<file path="src/sv/ctc_pkg.sv">
// Types, codes and helper functions shared by the C token classifier modules.
package ctc_pkg;

    localparam int DEF_MAX_IDENTS   = 64;
    localparam int DEF_MAX_NAME_LEN = 16;
    localparam int DEF_MAX_DEPTH    = 255;

    localparam int NUM_KW  = 32;
    localparam int KW_LEN  = 8;
    localparam int NUM_CLS = 7;

    localparam logic [2:0] CLS_ARITH   = 3'd0;
    localparam logic [2:0] CLS_CONST   = 3'd1;
    localparam logic [2:0] CLS_BRACKET = 3'd2;
    localparam logic [2:0] CLS_LOGIC   = 3'd3;
    localparam logic [2:0] CLS_KW      = 3'd4;
    localparam logic [2:0] CLS_IDENT   = 3'd5;
    localparam logic [2:0] CLS_SEMI    = 3'd6;

    localparam logic [3:0] LG_GT  = 4'd0;
    localparam logic [3:0] LG_LT  = 4'd1;
    localparam logic [3:0] LG_NOT = 4'd2;
    localparam logic [3:0] LG_GE  = 4'd3;
    localparam logic [3:0] LG_LE  = 4'd4;
    localparam logic [3:0] LG_NE  = 4'd5;
    localparam logic [3:0] LG_EQ  = 4'd6;
    localparam logic [3:0] LG_INC = 4'd7;
    localparam logic [3:0] LG_DEC = 4'd8;
    localparam logic [3:0] LG_AND = 4'd9;
    localparam logic [3:0] LG_OR  = 4'd10;

    localparam logic [1:0] BR_PAREN = 2'd0;
    localparam logic [1:0] BR_BRACE = 2'd1;
    localparam logic [1:0] BR_SQUARE = 2'd2;

    localparam logic [7:0] FULL_CODE = 8'hFF;
    localparam logic [7:0] CNT_MAX   = 8'hFF;

    typedef enum logic [1:0] {
        PK_NONE,
        PK_OP,
        PK_NUM,
        PK_NAME
    } t_pkind;

    typedef enum logic [2:0] {
        ST_IDLE,
        ST_PEND,
        ST_KW,
        ST_SRCH,
        ST_NEW,
        ST_EOL,
        ST_DONE
    } t_state;

    typedef struct packed {
        logic [7:0] char_code;
        logic       end_of_line;
    } t_in_item;

    typedef struct packed {
        logic [2:0]  token_class;
        logic [7:0]  token_code;
        logic [31:0] const_value;
        logic        first_seen;
        logic [7:0]  class_count;
        logic        overflow;
        logic        last_of_run;
    } t_out_item;

    typedef struct packed {
        logic        req;
        logic [2:0]  cls;
        logic [7:0]  code;
        logic [31:0] val;
        logic        first;
        logic        ovf;
        logic        bump;
    } t_emit;

    typedef struct packed {
        logic active;
        logic found;
        logic placed;
    } t_probe;

    function automatic logic is_digit(input logic [7:0] c);
        return (c >= "0") && (c <= "9");
    endfunction

    function automatic logic is_letter(input logic [7:0] c);
        return ((c >= "a") && (c <= "z")) || ((c >= "A") && (c <= "Z"));
    endfunction

    function automatic logic [2:0] op_bit(input logic [7:0] c);
        logic [2:0] b;
        unique case (c)
            "*":     b = 3'd0;
            "/":     b = 3'd1;
            "%":     b = 3'd2;
            "=":     b = 3'd3;
            "+":     b = 3'd4;
            "-":     b = 3'd5;
            default: b = 3'd6;
        endcase
        return b;
    endfunction

    function automatic logic [1:0] bracket_kind(input logic [7:0] c);
        logic [1:0] k;
        unique case (c)
            "(", ")": k = BR_PAREN;
            "{", "}": k = BR_BRACE;
            default:  k = BR_SQUARE;
        endcase
        return k;
    endfunction

    function automatic logic [4:0] combine(input logic [7:0] p, input logic [7:0] c);
        logic [4:0] r;
        r = '0;
        if (c == "=") begin
            if (p == ">") r = {1'b1, LG_GE};
            if (p == "<") r = {1'b1, LG_LE};
            if (p == "!") r = {1'b1, LG_NE};
            if (p == "=") r = {1'b1, LG_EQ};
        end else if (c == p) begin
            if (p == "+") r = {1'b1, LG_INC};
            if (p == "-") r = {1'b1, LG_DEC};
            if (p == "&") r = {1'b1, LG_AND};
            if (p == "|") r = {1'b1, LG_OR};
        end
        return r;
    endfunction

    function automatic t_emit mk_emit(input logic [2:0] cls, input logic [7:0] code,
                                      input logic [31:0] val, input logic first,
                                      input logic ovf, input logic bump);
        t_emit e;
        e.req   = 1'b1;
        e.cls   = cls;
        e.code  = code;
        e.val   = val;
        e.first = first;
        e.ovf   = ovf;
        e.bump  = bump;
        return e;
    endfunction

    function automatic t_emit mk_seen(input logic [2:0] cls, input logic [7:0] c,
                                      input logic [6:0] seen);
        logic first;
        first = !seen[op_bit(c)];
        return mk_emit(cls, c, 32'd0, first, 1'b0, first);
    endfunction

    function automatic t_emit mk_logic(input logic [3:0] code);
        return mk_emit(CLS_LOGIC, 8'(code), 32'd0, 1'b0, 1'b0, 1'b1);
    endfunction

    function automatic t_emit fin_op(input logic [7:0] p, input logic [6:0] seen);
        t_emit e;
        e = '0;
        if (p == ">") e = mk_logic(LG_GT);
        else if (p == "<") e = mk_logic(LG_LT);
        else if (p == "!") e = mk_logic(LG_NOT);
        else if (p == "=" || p == "+" || p == "-") e = mk_seen(CLS_ARITH, p, seen);
        return e;
    endfunction

    function automatic t_emit fin_num(input logic [31:0] acc, input logic spoil);
        t_emit e;
        e = '0;
        if (!spoil) e = mk_emit(CLS_CONST, 8'd0, acc, 1'b0, 1'b0, 1'b1);
        return e;
    endfunction

    function automatic logic [63:0] kw_word(input logic [4:0] k);
        logic [63:0] w;
        unique case (k)
            5'd0:  w = {"auto", 32'h0};
            5'd1:  w = {"double", 16'h0};
            5'd2:  w = {"int", 40'h0};
            5'd3:  w = {"struct", 16'h0};
            5'd4:  w = {"const", 24'h0};
            5'd5:  w = {"float", 24'h0};
            5'd6:  w = {"short", 24'h0};
            5'd7:  w = "unsigned";
            5'd8:  w = {"break", 24'h0};
            5'd9:  w = {"else", 32'h0};
            5'd10: w = {"long", 32'h0};
            5'd11: w = {"switch", 16'h0};
            5'd12: w = "continue";
            5'd13: w = {"for", 40'h0};
            5'd14: w = {"signed", 16'h0};
            5'd15: w = {"void", 32'h0};
            5'd16: w = {"case", 32'h0};
            5'd17: w = {"enum", 32'h0};
            5'd18: w = "register";
            5'd19: w = {"typedef", 8'h0};
            5'd20: w = {"default", 8'h0};
            5'd21: w = {"goto", 32'h0};
            5'd22: w = {"sizeof", 16'h0};
            5'd23: w = "volatile";
            5'd24: w = {"char", 32'h0};
            5'd25: w = {"extern", 16'h0};
            5'd26: w = {"return", 16'h0};
            5'd27: w = {"union", 24'h0};
            5'd28: w = {"do", 48'h0};
            5'd29: w = {"if", 48'h0};
            5'd30: w = {"static", 16'h0};
            default: w = {"while", 24'h0};
        endcase
        return w;
    endfunction

endpackage

</file>
<file path="src/sv/ctc_cell.sv">
// One identifier table cell: holds one entry and passes the search probe to its neighbor.
module ctc_cell #(
    parameter int SLOT         = 0,
    parameter int MAX_IDENTS   = ctc_pkg::DEF_MAX_IDENTS,
    parameter int MAX_NAME_LEN = ctc_pkg::DEF_MAX_NAME_LEN,
    localparam int NAME_W = 8 * MAX_NAME_LEN,
    localparam int SLOT_W = (MAX_IDENTS > 1) ? $clog2(MAX_IDENTS) : 1,
    localparam int CNT_W  = $clog2(MAX_IDENTS + 1)
) (
    input  logic                 i_clk,
    input  logic                 i_rst_n,
    input  logic [CNT_W-1:0]     i_count,
    input  ctc_pkg::t_probe      i_probe,
    input  logic [NAME_W-1:0]    i_name,
    input  logic [SLOT_W-1:0]    i_slot,
    output ctc_pkg::t_probe      o_probe,
    output logic [NAME_W-1:0]    o_name,
    output logic [SLOT_W-1:0]    o_slot
);

    logic [NAME_W-1:0] r_entry;
    logic [NAME_W-1:0] n_entry;
    ctc_pkg::t_probe   r_probe;
    ctc_pkg::t_probe   n_probe;
    logic [NAME_W-1:0] r_name;
    logic [SLOT_W-1:0] r_slot;
    logic [SLOT_W-1:0] n_slot;
    logic              w_open;

    assign w_open = i_probe.active && !i_probe.found && !i_probe.placed;

    always_comb begin
        n_entry = r_entry;
        n_probe = i_probe;
        n_slot  = i_slot;
        if (w_open) begin
            if ((CNT_W'(SLOT) < i_count) && (r_entry == i_name)) begin
                n_probe.found = 1'b1;
                n_slot        = SLOT_W'(SLOT);
            end else if (CNT_W'(SLOT) == i_count) begin
                n_entry        = i_name;
                n_probe.placed = 1'b1;
                n_slot         = SLOT_W'(SLOT);
            end
        end
    end

    always_ff @(posedge i_clk) begin
        if (!i_rst_n) begin
            r_probe <= '0;
        end else begin
            r_probe <= n_probe;
        end
        r_entry <= n_entry;
        r_name  <= i_name;
        r_slot  <= n_slot;
    end

    assign o_probe = r_probe;
    assign o_name  = r_name;
    assign o_slot  = r_slot;

endmodule

</file>
<file path="config.mk">
export PLATFORM = sky130hd
export DESIGN_NAME = ctc_cell
export DESIGN_NICKNAME = d
export VERILOG_FILES = /design/src/sv/ctc_pkg.sv /design/src/sv/ctc_cell.sv
export SDC_FILE = /design/constraint.sdc
export NUM_CORES = 1
export LEC_CHECK = 0
export BUFFER_PORTS_ARGS = -buffer_cell sky130_fd_sc_hd__buf_2
export CORE_ASPECT_RATIO = 0.9
export CORE_MARGIN = 3
export CORE_UTILIZATION = 25
export CTS_BUF_LIST = sky130_fd_sc_hd__clkbuf_8
export DETAILED_ROUTE_END_ITERATION = 8
export GPL_TIMING_DRIVEN = 0
export PLACE_DENSITY = 0.49
export SLEW_MARGIN = 20
export SYNTH_ARGS = -nofsm -noshare
export SYNTH_HDL_FRONTEND = slang
export SYNTH_SLANG_ARGS = --single-unit
</file>
<file path="constraint.sdc">
create_clock -name i_clk -period 8.2 [get_ports i_clk]
set_input_delay 1.23 -clock i_clk [delete_from_list [all_inputs] [get_ports i_clk]]
set_output_delay 1.23 -clock i_clk [all_outputs]
set_load 0.03 [all_outputs]
</file>
* Word level (Yosys, flattened, before mapping)
Cells that the tools add are included.
Cells by class: reductions and logical operators 7, order comparisons 1, equality and inequality tests 1, muxes and demuxes 7, bitwise gates (word level) 1
Operator list (number):
- $eq A128 B128 Y1 | 1
- $mux W6 | 3
- $logic_not A7 Y1 | 1
- $lt A1 B7 Y1 const A | 1
- $logic_and A1 B1 Y1 | 3
- $mux W1 | 3
- $reduce_and A3 Y1 | 1
- $logic_not A1 Y1 | 2
- $mux W2 | 1
- $not A1 Y1 | 1
Storage, ports and cells: register bits 265, bits of input ports 146

* Depth between registers and ports, before layout
Gate-level depths: netlist (run 1).
depth after elaboration 4, mapped depth 6, depth with buffers taken out 6

* Least setup slack after synthesis (run 1)
Ideal clock, no wire load.
kind input port to flip-flop, start input i_probe[0] (netlist bit), end register r_slot[0] (netlist: o_slot[0]), setup slack 0.207 ns, stages 4, arrival time 7.868 ns, buffers on the path 0, cell sequence or3b_1 -> nor2_1 -> a31oi_1 -> and2_1
On the way: cells in the longest elaborated chain, start to end 3
Ends and longest elaborated chain:
- start, declared | line ctc_cell.sv:13 | input ctc_pkg::t_probe i_probe,
- $logic_not A1 Y1 | line ctc_cell.sv:30 | assign w_open = i_probe.active && !i_probe.found && !i_probe.placed;
- $logic_and A1 B1 Y1 | line ctc_cell.sv:30
- $mux W6 | line ctc_cell.sv:36 | if (w_open) begin
- named net n_slot[0] | line ctc_cell.sv:27 | logic [SLOT_W-1:0] n_slot;
- end signal, assigned | line ctc_cell.sv:56 | r_slot <= n_slot;
- end, declared | line ctc_cell.sv:26 | logic [SLOT_W-1:0] r_slot;
The timed path passes the listed nets, and every way through them passes these cells. A chain may end at the register's enable or synchronous reset.

* Worst setup path in the final report (run 1)
start input i_probe[0] (netlist bit), end register r_entry[10], enable pin
On the way: cells in the longest elaborated chain, start to end 3
Ends and longest elaborated chain:
- $logic_not A1 Y1 | line ctc_cell.sv:30
- $logic_and A1 B1 Y1 | line ctc_cell.sv:30
- $reduce_and A3 Y1 (no source line)
- end signal, assigned | line ctc_cell.sv:54 | r_entry <= n_entry;
- end, declared | line ctc_cell.sv:21 | logic [NAME_W-1:0] r_entry;
Every way passes these cells.

==> results of run 1 <==
## stage by stage
stage	utilization (%)	instance area [µm²]	hold WS [ns]	setup slack, ns
floorplan	-	8089	0.6563	0.2072
global placement	31.92	10010	0.8385	-4.171
detailed placement	32.42	10170	0.8393	4.739
CTS	35.34	11090	0.7649	5.352
global route	35.34	11090	0.7693	5.158
finish	35.34	11090	0.8132	5.455
## cells in the mapped netlist (all sizes together)
cell type / number / area, µm²
a31oi: 1 / 6.260
and2: 7 / 43.79
dfxtp: 137 / 2743
edfxtp: 128 / 3844
nand2: 3 / 11.26
nand3: 3 / 15.01
nand4: 7 / 43.79
nor2: 2 / 7.510
nor3: 3 / 20.02
nor4: 33 / 212.7
o21a: 1 / 7.510
o21ai: 1 / 5.000
or3b: 1 / 8.760
xnor2: 2 / 17.52
xor2: 126 / 1104
## cells by family after synthesis
family          count (synthesis)
xor+xnor                      128
simple gates                   59
flops                         265
compound gates                  3
## layer usage
layer | vias up | routed length [µm] | track usage [%]
met4 | 0 | 454 | 4.099
met5 | - | 0 | 0
met1 | 2186 | 7382 | 12.09
met2 | 183 | 7846 | 14.71
li1 | 2299 | - | -
met3 | 43 | 1644 | 4.187
## sequential cells by signal, summed over array words and instances, names as in the netlist
name     count
o_name     128
r_entry    128
o_slot       6
o_probe      3
## layout make-up
| type | count | area (µm²) | share of cell area (%) |
|---|---|---|---|
| sequential | 265 | 6586 | 59.41 |
| timing repair buffer | 288 | 1562 | 14.08 |
| multi-input combinational | 190 | 1510 | 13.62 |
| clock buffer | 50 | 688.2 | 6.207 |
| tap | 409 | 511.7 | 4.616 |
| clock inverter | 30 | 229.0 | 2.065 |
## final timing paths
path | startpoint | endpoint | slack [ns] | cells past startpoint
worst max-delay path | i_probe[0] | r_entry[10] | 5.46 | 6
worst min register to register | r_entry[97] | o_probe[1] | 0.81 | 5
worst min-delay path | r_entry[97] | o_probe[1] | 0.81 | 5
worst max register to register | r_entry[66] | o_slot[3] | 5.94 | 6
## worst max-delay path: cells and delay by family
| kind | cells | cell delay, ns |
|---|---|---|
| AND/OR/NAND/NOR | 2 | 0.99 |
| buffers and inverters | 4 | 0.71 |
## power breakdown
group / switching, W / internal (W) / total, W
sequential: 0.00000763 / 0.00142 / 0.00143
clock: 0.000500 / 0.000684 / 0.00118
combinational: 0.000133 / 0.0000657 / 0.000199
total: 0.000641 / 0.00217 / 0.00281
==> metrics.txt, run 1 <==
# TYPE chip_impl_metric gauge
chip_impl_metric{name="required",unit="ns"} 8.43
chip_impl_metric{name="synth.cell_area",unit="µm²"} 8089
chip_impl_metric{name="adder_and_majority_cell_fraction_of_the_synthesized_area",unit="%"} 0
chip_impl_metric{name="critPathArrivalTime",unit="ns"} 2.98
chip_impl_metric{name="sinks_on_the_clock_net",unit=""} 265
chip_impl_metric{name="final_nets",unit=""} 935
chip_impl_metric{name="die_area",unit="µm²"} 34550
chip_impl_metric{name="post_cts_resize_count",unit=""} 0
chip_impl_metric{name="post_layout_total_power",unit="W"} 0.002813
chip_impl_metric{name="dp_hpwl",unit="mm"} 12.87
chip_impl_info{name="cts_tree",value="done"} 1
chip_impl_metric{name="maxSlewHeadroom",unit="%"} 57.93
chip_impl_info{name="result_of_the_run",value="finished clean"} 1
chip_impl_info{name="crit_chain",value="buf_2, or3b_1, nor2_4, buf_12, buf_16, buf_16"} 1
chip_impl_metric{name="grt_max_degree",unit=""} 26
chip_impl_metric{name="max-clock-path-buffers",unit=""} 3
chip_impl_metric{name="floorplan.io_pins",unit=""} 283
chip_impl_info{name="layout_common_cells",value="sky130_fd_sc_hd__buf_2, sky130_fd_sc_hd__dfxtp_1, sky130_fd_sc_hd__edfxtp_1"} 1
chip_impl_metric{name="die_height",unit="µm"} 176.6
chip_impl_metric{name="wl",unit="mm"} 17.33
chip_impl_metric{name="chip_width",unit="µm"} 195.6
chip_impl_metric{name="antenna_found_initial",unit=""} 0
chip_impl_metric{name="finalCritPeriodShare",unit="%"} 33.48
chip_impl_info{name="combinational_family_with_the_most_area_after_synthesis",value="XOR/XNOR gates"} 1
chip_impl_metric{name="ir_drop",unit="mV"} 0.1844
chip_impl_info{name="critical-path-top-cell-by-count",value="sky130_fd_sc_hd__buf_16"} 1
chip_impl_metric{name="finalSetupTns",unit="ns"} 0
chip_impl_info{name="ctsRootBufferMaster",value="sky130_fd_sc_hd__clkbuf_8"} 1
chip_impl_metric{name="report.final.setup_viol",unit=""} 0
chip_impl_metric{name="p_per_area",unit="nW/µm²"} 253.7
chip_impl_metric{name="max_clock_freq",unit="MHz"} 364.3
chip_impl_metric{name="layout.filler_cells",unit=""} 3080
chip_impl_metric{name="area_growth_syn_to_layout",unit="%"} 37.06
chip_impl_metric{name="synth_warnings",unit=""} 0
chip_impl_metric{name="synth_simple_gate_area_share",unit="%"} 4.486
chip_impl_metric{name="drc",unit=""} 0
chip_impl_metric{name="avgSynthCellArea",unit="µm²"} 17.78
chip_impl_metric{name="antenna_left",unit=""} 0
chip_impl_metric{name="final_estimated_routing_congestion_in_global_placement",unit=""} 0.7004
chip_impl_info{name="layout_commonest_cell",value="sky130_fd_sc_hd__buf_2"} 1
chip_impl_metric{name="via_density_per_instance",unit=""} 3.824
chip_impl_metric{name="worst_skew_pair.late_latency",unit="ns"} 0.53
chip_impl_metric{name="wl_per_cell",unit="µm"} 14.06
chip_impl_metric{name="layout-drive-gt1-share",unit="%"} 42.65
chip_impl_metric{name="fp-row-count",unit=""} 61
chip_impl_metric{name="cells_after_synth",unit=""} 455
chip_impl_metric{name="core_area",unit="µm²"} 31370
chip_impl_metric{name="cts.hold.buffers_added",unit=""} 0
chip_impl_metric{name="post_synth_num_cell_types",unit=""} 17
chip_impl_metric{name="part_of_the_yosys_area_used_for_sequential_elements",unit="%"} 81.42
chip_impl_metric{name="via_count",unit=""} 4711
chip_impl_metric{name="crit_fanout",unit=""} 24
chip_impl_metric{name="final_cells",unit=""} 1232
chip_impl_metric{name="grt-ovfl-total",unit=""} 0
chip_impl_metric{name="cts_buffers",unit=""} 44
chip_impl_metric{name="first_global_vias",unit=""} 4801
chip_impl_info{name="unrepaired_setup_endpoints_after_global_routing",value="false"} 1
chip_impl_metric{name="synth.mux.area_fraction",unit="%"} 0
chip_impl_metric{name="synth_compound_area_share",unit="%"} 0.2320
chip_impl_metric{name="antenna-diode-count",unit=""} 0
chip_impl_metric{name="grt_pass1_wl",unit="mm"} 26.16
chip_impl_metric{name="leakagePower",unit="nW"} 4.615
chip_impl_metric{name="worst-slew-pin-transition",unit="ns"} 0.6296
chip_impl_metric{name="initial_standard_cell_utilization_of_the_core",unit="%"} 25.79
chip_impl_metric{name="placed_cells",unit=""} 1152
chip_impl_metric{name="slew_viol_final",unit=""} 0
chip_impl_info{name="hold_path.class",value="reg -> reg"} 1
chip_impl_metric{name="drt_iter0_markers",unit=""} 114
chip_impl_metric{name="cts.clk_slew.worst_paths",unit="ns"} 0.06
chip_impl_metric{name="maxCapViolCount",unit=""} 0
chip_impl_info{name="cp-start-kind",value="input port"} 1
chip_impl_metric{name="synth.ff_latch_count",unit=""} 265
chip_impl_info{name="slowest_library_cell_on_the_worst_path",value="sky130_fd_sc_hd__nor2_4"} 1
chip_impl_metric{name="timing.critical_path.slowest_cell_delay",unit="ns"} 0.54
chip_impl_metric{name="synth_xor_xnor_area_share",unit="%"} 13.86
chip_impl_metric{name="number_of_setup_buffers_added_after_cts",unit=""} 0
chip_impl_metric{name="grtUsageTotal",unit="%"} 9.680
chip_impl_info{name="worst-setup-path-type",value="in -> reg"} 1
chip_impl_metric{name="min_period",unit="ns"} 2.745
chip_impl_metric{name="syn_nets",unit=""} 601
chip_impl_metric{name="drt-pass1-iter-count",unit=""} 4
chip_impl_metric{name="timing_hold_violations_final",unit=""} 0
chip_impl_metric{name="cts_max_level",unit=""} 2
chip_impl_info{name="critical_path.endpoint_type",value="register"} 1
chip_impl_metric{name="skew",unit="ns"} 0.01745
chip_impl_metric{name="numPortBuffers",unit=""} 282
No activity file was read; power rests on OpenSTA's default activity.
==> run 2: changes to the inputs <==
ABC_AREA = 1   (was unset)
clock period = 2.38 ns   (was 8.2 ns; I/O delays follow)
==> run 2 against run 1 <==
- clock skew shrank 0.0030 ns
- design area increased by 18%
- sequential power increased to 3.4 times the previous value
- flip-flop and latch count unchanged
- clock power increased to 3.8 times the previous value
- sequential share of layout area fell by 8.9 points
- combinational power rose to 4.6 times the previous value
- critical path depth up 2
- synthesized cell count increased by 39%
- global-route usage up 1.4 points
- largest cell class unchanged
- largest power group unchanged
==> metrics.txt, run 2 <==
# TYPE chip_impl_metric gauge
chip_impl_metric{name="drc",unit=""} 0
chip_impl_metric{name="antenna_found_initial",unit=""} 1
chip_impl_metric{name="cells_after_synth",unit=""} 634
chip_impl_metric{name="die_height",unit="µm"} 181.1
chip_impl_metric{name="finalCritPeriodShare",unit="%"} 80.02
chip_impl_metric{name="via_count",unit=""} 5789
chip_impl_metric{name="drt_iter0_markers",unit=""} 137
chip_impl_metric{name="initial_standard_cell_utilization_of_the_core",unit="%"} 25.61
chip_impl_info{name="synth_top_cell_by_area",value="sky130_fd_sc_hd__edfxtp_1"} 1
chip_impl_info{name="post_synth_most_frequent_cells",value="sky130_fd_sc_hd__nand2_1, sky130_fd_sc_hd__dfxtp_1, sky130_fd_sc_hd__edfxtp_1"} 1
chip_impl_info{name="critical_path.endpoint_type",value="register"} 1
chip_impl_metric{name="synth_warnings",unit=""} 0
chip_impl_metric{name="r2r_setup_slack",unit="ns"} 0.71
chip_impl_info{name="worst-setup-path-type",value="in -> reg"} 1
chip_impl_info{name="hold_end",value="o_probe[1]"} 1
chip_impl_metric{name="final_nets",unit=""} 1252
chip_impl_info{name="timing.critical_path.from",value="i_probe[2]"} 1
chip_impl_info{name="cts_tree",value="done"} 1
chip_impl_metric{name="final_estimated_routing_congestion_in_global_placement",unit=""} 0.6775
chip_impl_metric{name="layout.filler_cells",unit=""} 3222
chip_impl_metric{name="maxCapViolCount",unit=""} 0
chip_impl_metric{name="drt-pass1-iter-count",unit=""} 4
chip_impl_info{name="synthMostInstantiatedCell",value="sky130_fd_sc_hd__nand2_1"} 1
chip_impl_metric{name="critPathArrivalTime",unit="ns"} 2.18
chip_impl_metric{name="slew_viol_final",unit=""} 0
chip_impl_metric{name="first_global_vias",unit=""} 6253
chip_impl_info{name="ctsRootBufferMaster",value="sky130_fd_sc_hd__clkbuf_8"} 1
chip_impl_info{name="layout_commonest_cell",value="sky130_fd_sc_hd__buf_2"} 1
chip_impl_metric{name="final.hold.worst_slack",unit="ns"} 0.08454
chip_impl_metric{name="core_area",unit="µm²"} 33260
chip_impl_metric{name="skew",unit="ns"} 0.01443
chip_impl_metric{name="cts_buffers",unit=""} 45
chip_impl_info{name="result_of_the_run",value="finished clean"} 1
chip_impl_metric{name="cts_max_level",unit=""} 2
chip_impl_metric{name="number_of_enable_type_register_cells_in_the_synthesized_netlist",unit=""} 128
chip_impl_metric{name="grtUsageTotal",unit="%"} 11.09
chip_impl_metric{name="crit_fanout",unit=""} 33
chip_impl_metric{name="antenna_left",unit=""} 0
chip_impl_metric{name="min_path_cells",unit=""} 3
chip_impl_metric{name="synth.ff_latch_count",unit=""} 265
chip_impl_metric{name="min_period",unit="ns"} 1.905
chip_impl_info{name="layout_common_cells",value="sky130_fd_sc_hd__buf_2, sky130_fd_sc_hd__nand2_1, sky130_fd_sc_hd__dlygate4sd3_1"} 1
chip_impl_metric{name="multiInputGateArea",unit="µm²"} 1772
chip_impl_metric{name="dp_hpwl",unit="mm"} 13.38
chip_impl_metric{name="ir_drop",unit="mV"} 0.5174
chip_impl_metric{name="post_cts_resize_count",unit=""} 0
chip_impl_metric{name="grt_pass1_wl",unit="mm"} 32.69
chip_impl_metric{name="maxSlewHeadroom",unit="%"} 69.42
chip_impl_metric{name="numPortBuffers",unit=""} 282
chip_impl_metric{name="number_of_cells_traversed_by_the_worst_register_to_register_path",unit=""} 12
chip_impl_metric{name="wl_per_cell",unit="µm"} 12.64
chip_impl_metric{name="via_density_per_instance",unit=""} 3.623
chip_impl_metric{name="p_per_area",unit="nW/µm²"} 791.4
chip_impl_metric{name="netlist.area_leader.share",unit="%"} 45.11
chip_impl_metric{name="required",unit="ns"} 2.66
chip_impl_metric{name="avgSynthCellArea",unit="µm²"} 13.44
chip_impl_metric{name="post_synth_num_cell_types",unit=""} 11
chip_impl_metric{name="layout-drive-gt1-share",unit="%"} 32.11
chip_impl_info{name="critical_path.reg2reg.startpoint",value="r_entry[97]"} 1
chip_impl_metric{name="cts.clk_slew.worst_paths",unit="ns"} 0.06
chip_impl_metric{name="sinks_on_the_clock_net",unit=""} 265
chip_impl_metric{name="leakagePower",unit="nW"} 5.540
chip_impl_info{name="unrepaired_setup_endpoints_after_global_routing",value="false"} 1
chip_impl_info{name="synth_top_flop_cell",value="sky130_fd_sc_hd__dfxtp_1"} 1
chip_impl_metric{name="floorplan.io_pins",unit=""} 283
chip_impl_info{name="critical_path.reg2reg.endpoint",value="o_slot[3]"} 1
chip_impl_metric{name="max_clock_freq",unit="MHz"} 525.1
chip_impl_metric{name="worst-slew-pin-transition",unit="ns"} 0.4578
chip_impl_metric{name="chip_width",unit="µm"} 200.6
chip_impl_metric{name="syn_nets",unit=""} 780
chip_impl_metric{name="antenna-diode-count",unit=""} 0
chip_impl_info{name="hold_path.class",value="in -> reg"} 1
chip_impl_metric{name="grt-ovfl-total",unit=""} 0
chip_impl_metric{name="wl",unit="mm"} 20.20
chip_impl_metric{name="timing_hold_violations_final",unit=""} 0
chip_impl_metric{name="synth.cell_area",unit="µm²"} 8521
chip_impl_metric{name="worst_skew_pair.late_latency",unit="ns"} 0.54
chip_impl_metric{name="max-clock-path-buffers",unit=""} 3
chip_impl_metric{name="synth_async_sr_flop_share",unit="%"} 0
chip_impl_metric{name="grt_max_degree",unit=""} 34
chip_impl_metric{name="part_of_the_yosys_area_used_for_sequential_elements",unit="%"} 77.30
chip_impl_info{name="cp-start-kind",value="input port"} 1
chip_impl_metric{name="area_growth_syn_to_layout",unit="%"} 53.19
chip_impl_metric{name="die_area",unit="µm²"} 36340
chip_impl_metric{name="report.final.setup_viol",unit=""} 0
chip_impl_metric{name="postLayoutCoreUtil",unit="%"} 39.24
chip_impl_info{name="synth.top_cells.by_area",value="sky130_fd_sc_hd__edfxtp_1, sky130_fd_sc_hd__dfxtp_1, sky130_fd_sc_hd__xnor2_1"} 1
chip_impl_metric{name="fp-row-count",unit=""} 63
chip_impl_info{name="hold_path.startpoint",value="i_probe[1]"} 1
chip_impl_metric{name="seq_area",unit="µm²"} 6586
run 2: changes by cell type in the layout (fill, tap and decap cells not counted), moves of 9 or more:
| cell | change |
|---|---|
| sky130_fd_sc_hd__clkbuf_8 | +9 |
| sky130_fd_sc_hd__nor4_1 | -32 |
| sky130_fd_sc_hd__nor2_1 | +47 |
| sky130_fd_sc_hd__inv_1 | +46 |
| sky130_fd_sc_hd__dlygate4sd3_1 | +139 |
| sky130_fd_sc_hd__xor2_1 | -126 |
| sky130_fd_sc_hd__xnor2_1 | +105 |
| sky130_fd_sc_hd__nand2_1 | +145 |
run 2: logic make-up after synthesis:
kind of cell           synth area share, %
AND/OR/NAND/NOR                      9.207
flip-flops                           77.30
AO/OA/AOI/OAI                       0.1175
XOR/XNOR                             11.00
buffers and inverters                2.379
run 2: timing repair:
item | CTS | global route
setup endpoints to repair | 0 | 0
endpoints found under the hold margin | 262 | 0
setup buffers | 0 | 0
hold buffers | 139 | 0
run 2: layout make-up:
cell class | count | share of cell area, %
inverter | 54 | 1.639
clock buffer | 59 | 6.221
clock inverter | 25 | 1.601
timing repair buffer | 425 | 22.14
multi-input combinational | 315 | 13.57
tap | 455 | 4.362
sequential | 265 | 50.46
run 2: how the worst max path moves through the flow:
stage / slack [ns] / endpoint / depth (start not counted)
after global placement: -1.82 / r_entry[123] / 6
after detailed placement: 0.19 / r_entry[99] / 8
after CTS: 0.48 / r_entry[99] / 8
after floorplan: -0.45 / r_entry[0] / 5
after global routing: 0.33 / o_slot[2] / 12
final: 0.48 / r_entry[99] / 8
run 2: power by group:
group          internal [W]  total (W)  switching, W
clock               0.00266    0.00448       0.00182
combinational      0.000405   0.000925      0.000521
sequential          0.00490    0.00493     0.0000285
total               0.00796     0.0103       0.00237
run 2: layer usage:
layer  part of all wire (%)  vias to the layer above  routed length, µm  global-route usage [%]
met5                  0.054                        -                 11                       0
met4                    2.4                        2                483                   4.130
met3                    6.7                       40               1349                   3.711
met2                     48                      176               9598                   18.12
met1                     43                     2598               8758                   13.68
li1                       -                     2973                  -                       -
run 2: per-stage QoR:
stage	cell area, µm²	setup TNS, ns	setup WS (ns)	total power (W)	cells
5_1_grt	13050	0	0.3288	0.01083	1598
4_1_cts	13050	0	0.4828	0.01054	1598
3_5_place_dp	10640	0	0.1893	0.005779	1375
6_report	13050	0	0.4755	0.01033	1598
3_3_place_gp	10550	-232.77	-1.825	0.005774	1371
2_1_floorplan	8572	-58.13	-0.4541	0.005422	634
run 2: critical path, cell delays in order:
cell and delay, ns:
sky130_fd_sc_hd__dlygate4sd3_1 0.54, sky130_fd_sc_hd__buf_2 0.13, sky130_fd_sc_hd__nand3_2 0.08, sky130_fd_sc_hd__inv_2 0.05, sky130_fd_sc_hd__nand2_4 0.08, sky130_fd_sc_hd__clkinvlp_4 0.38, sky130_fd_sc_hd__buf_16 0.33, sky130_fd_sc_hd__buf_12 0.19
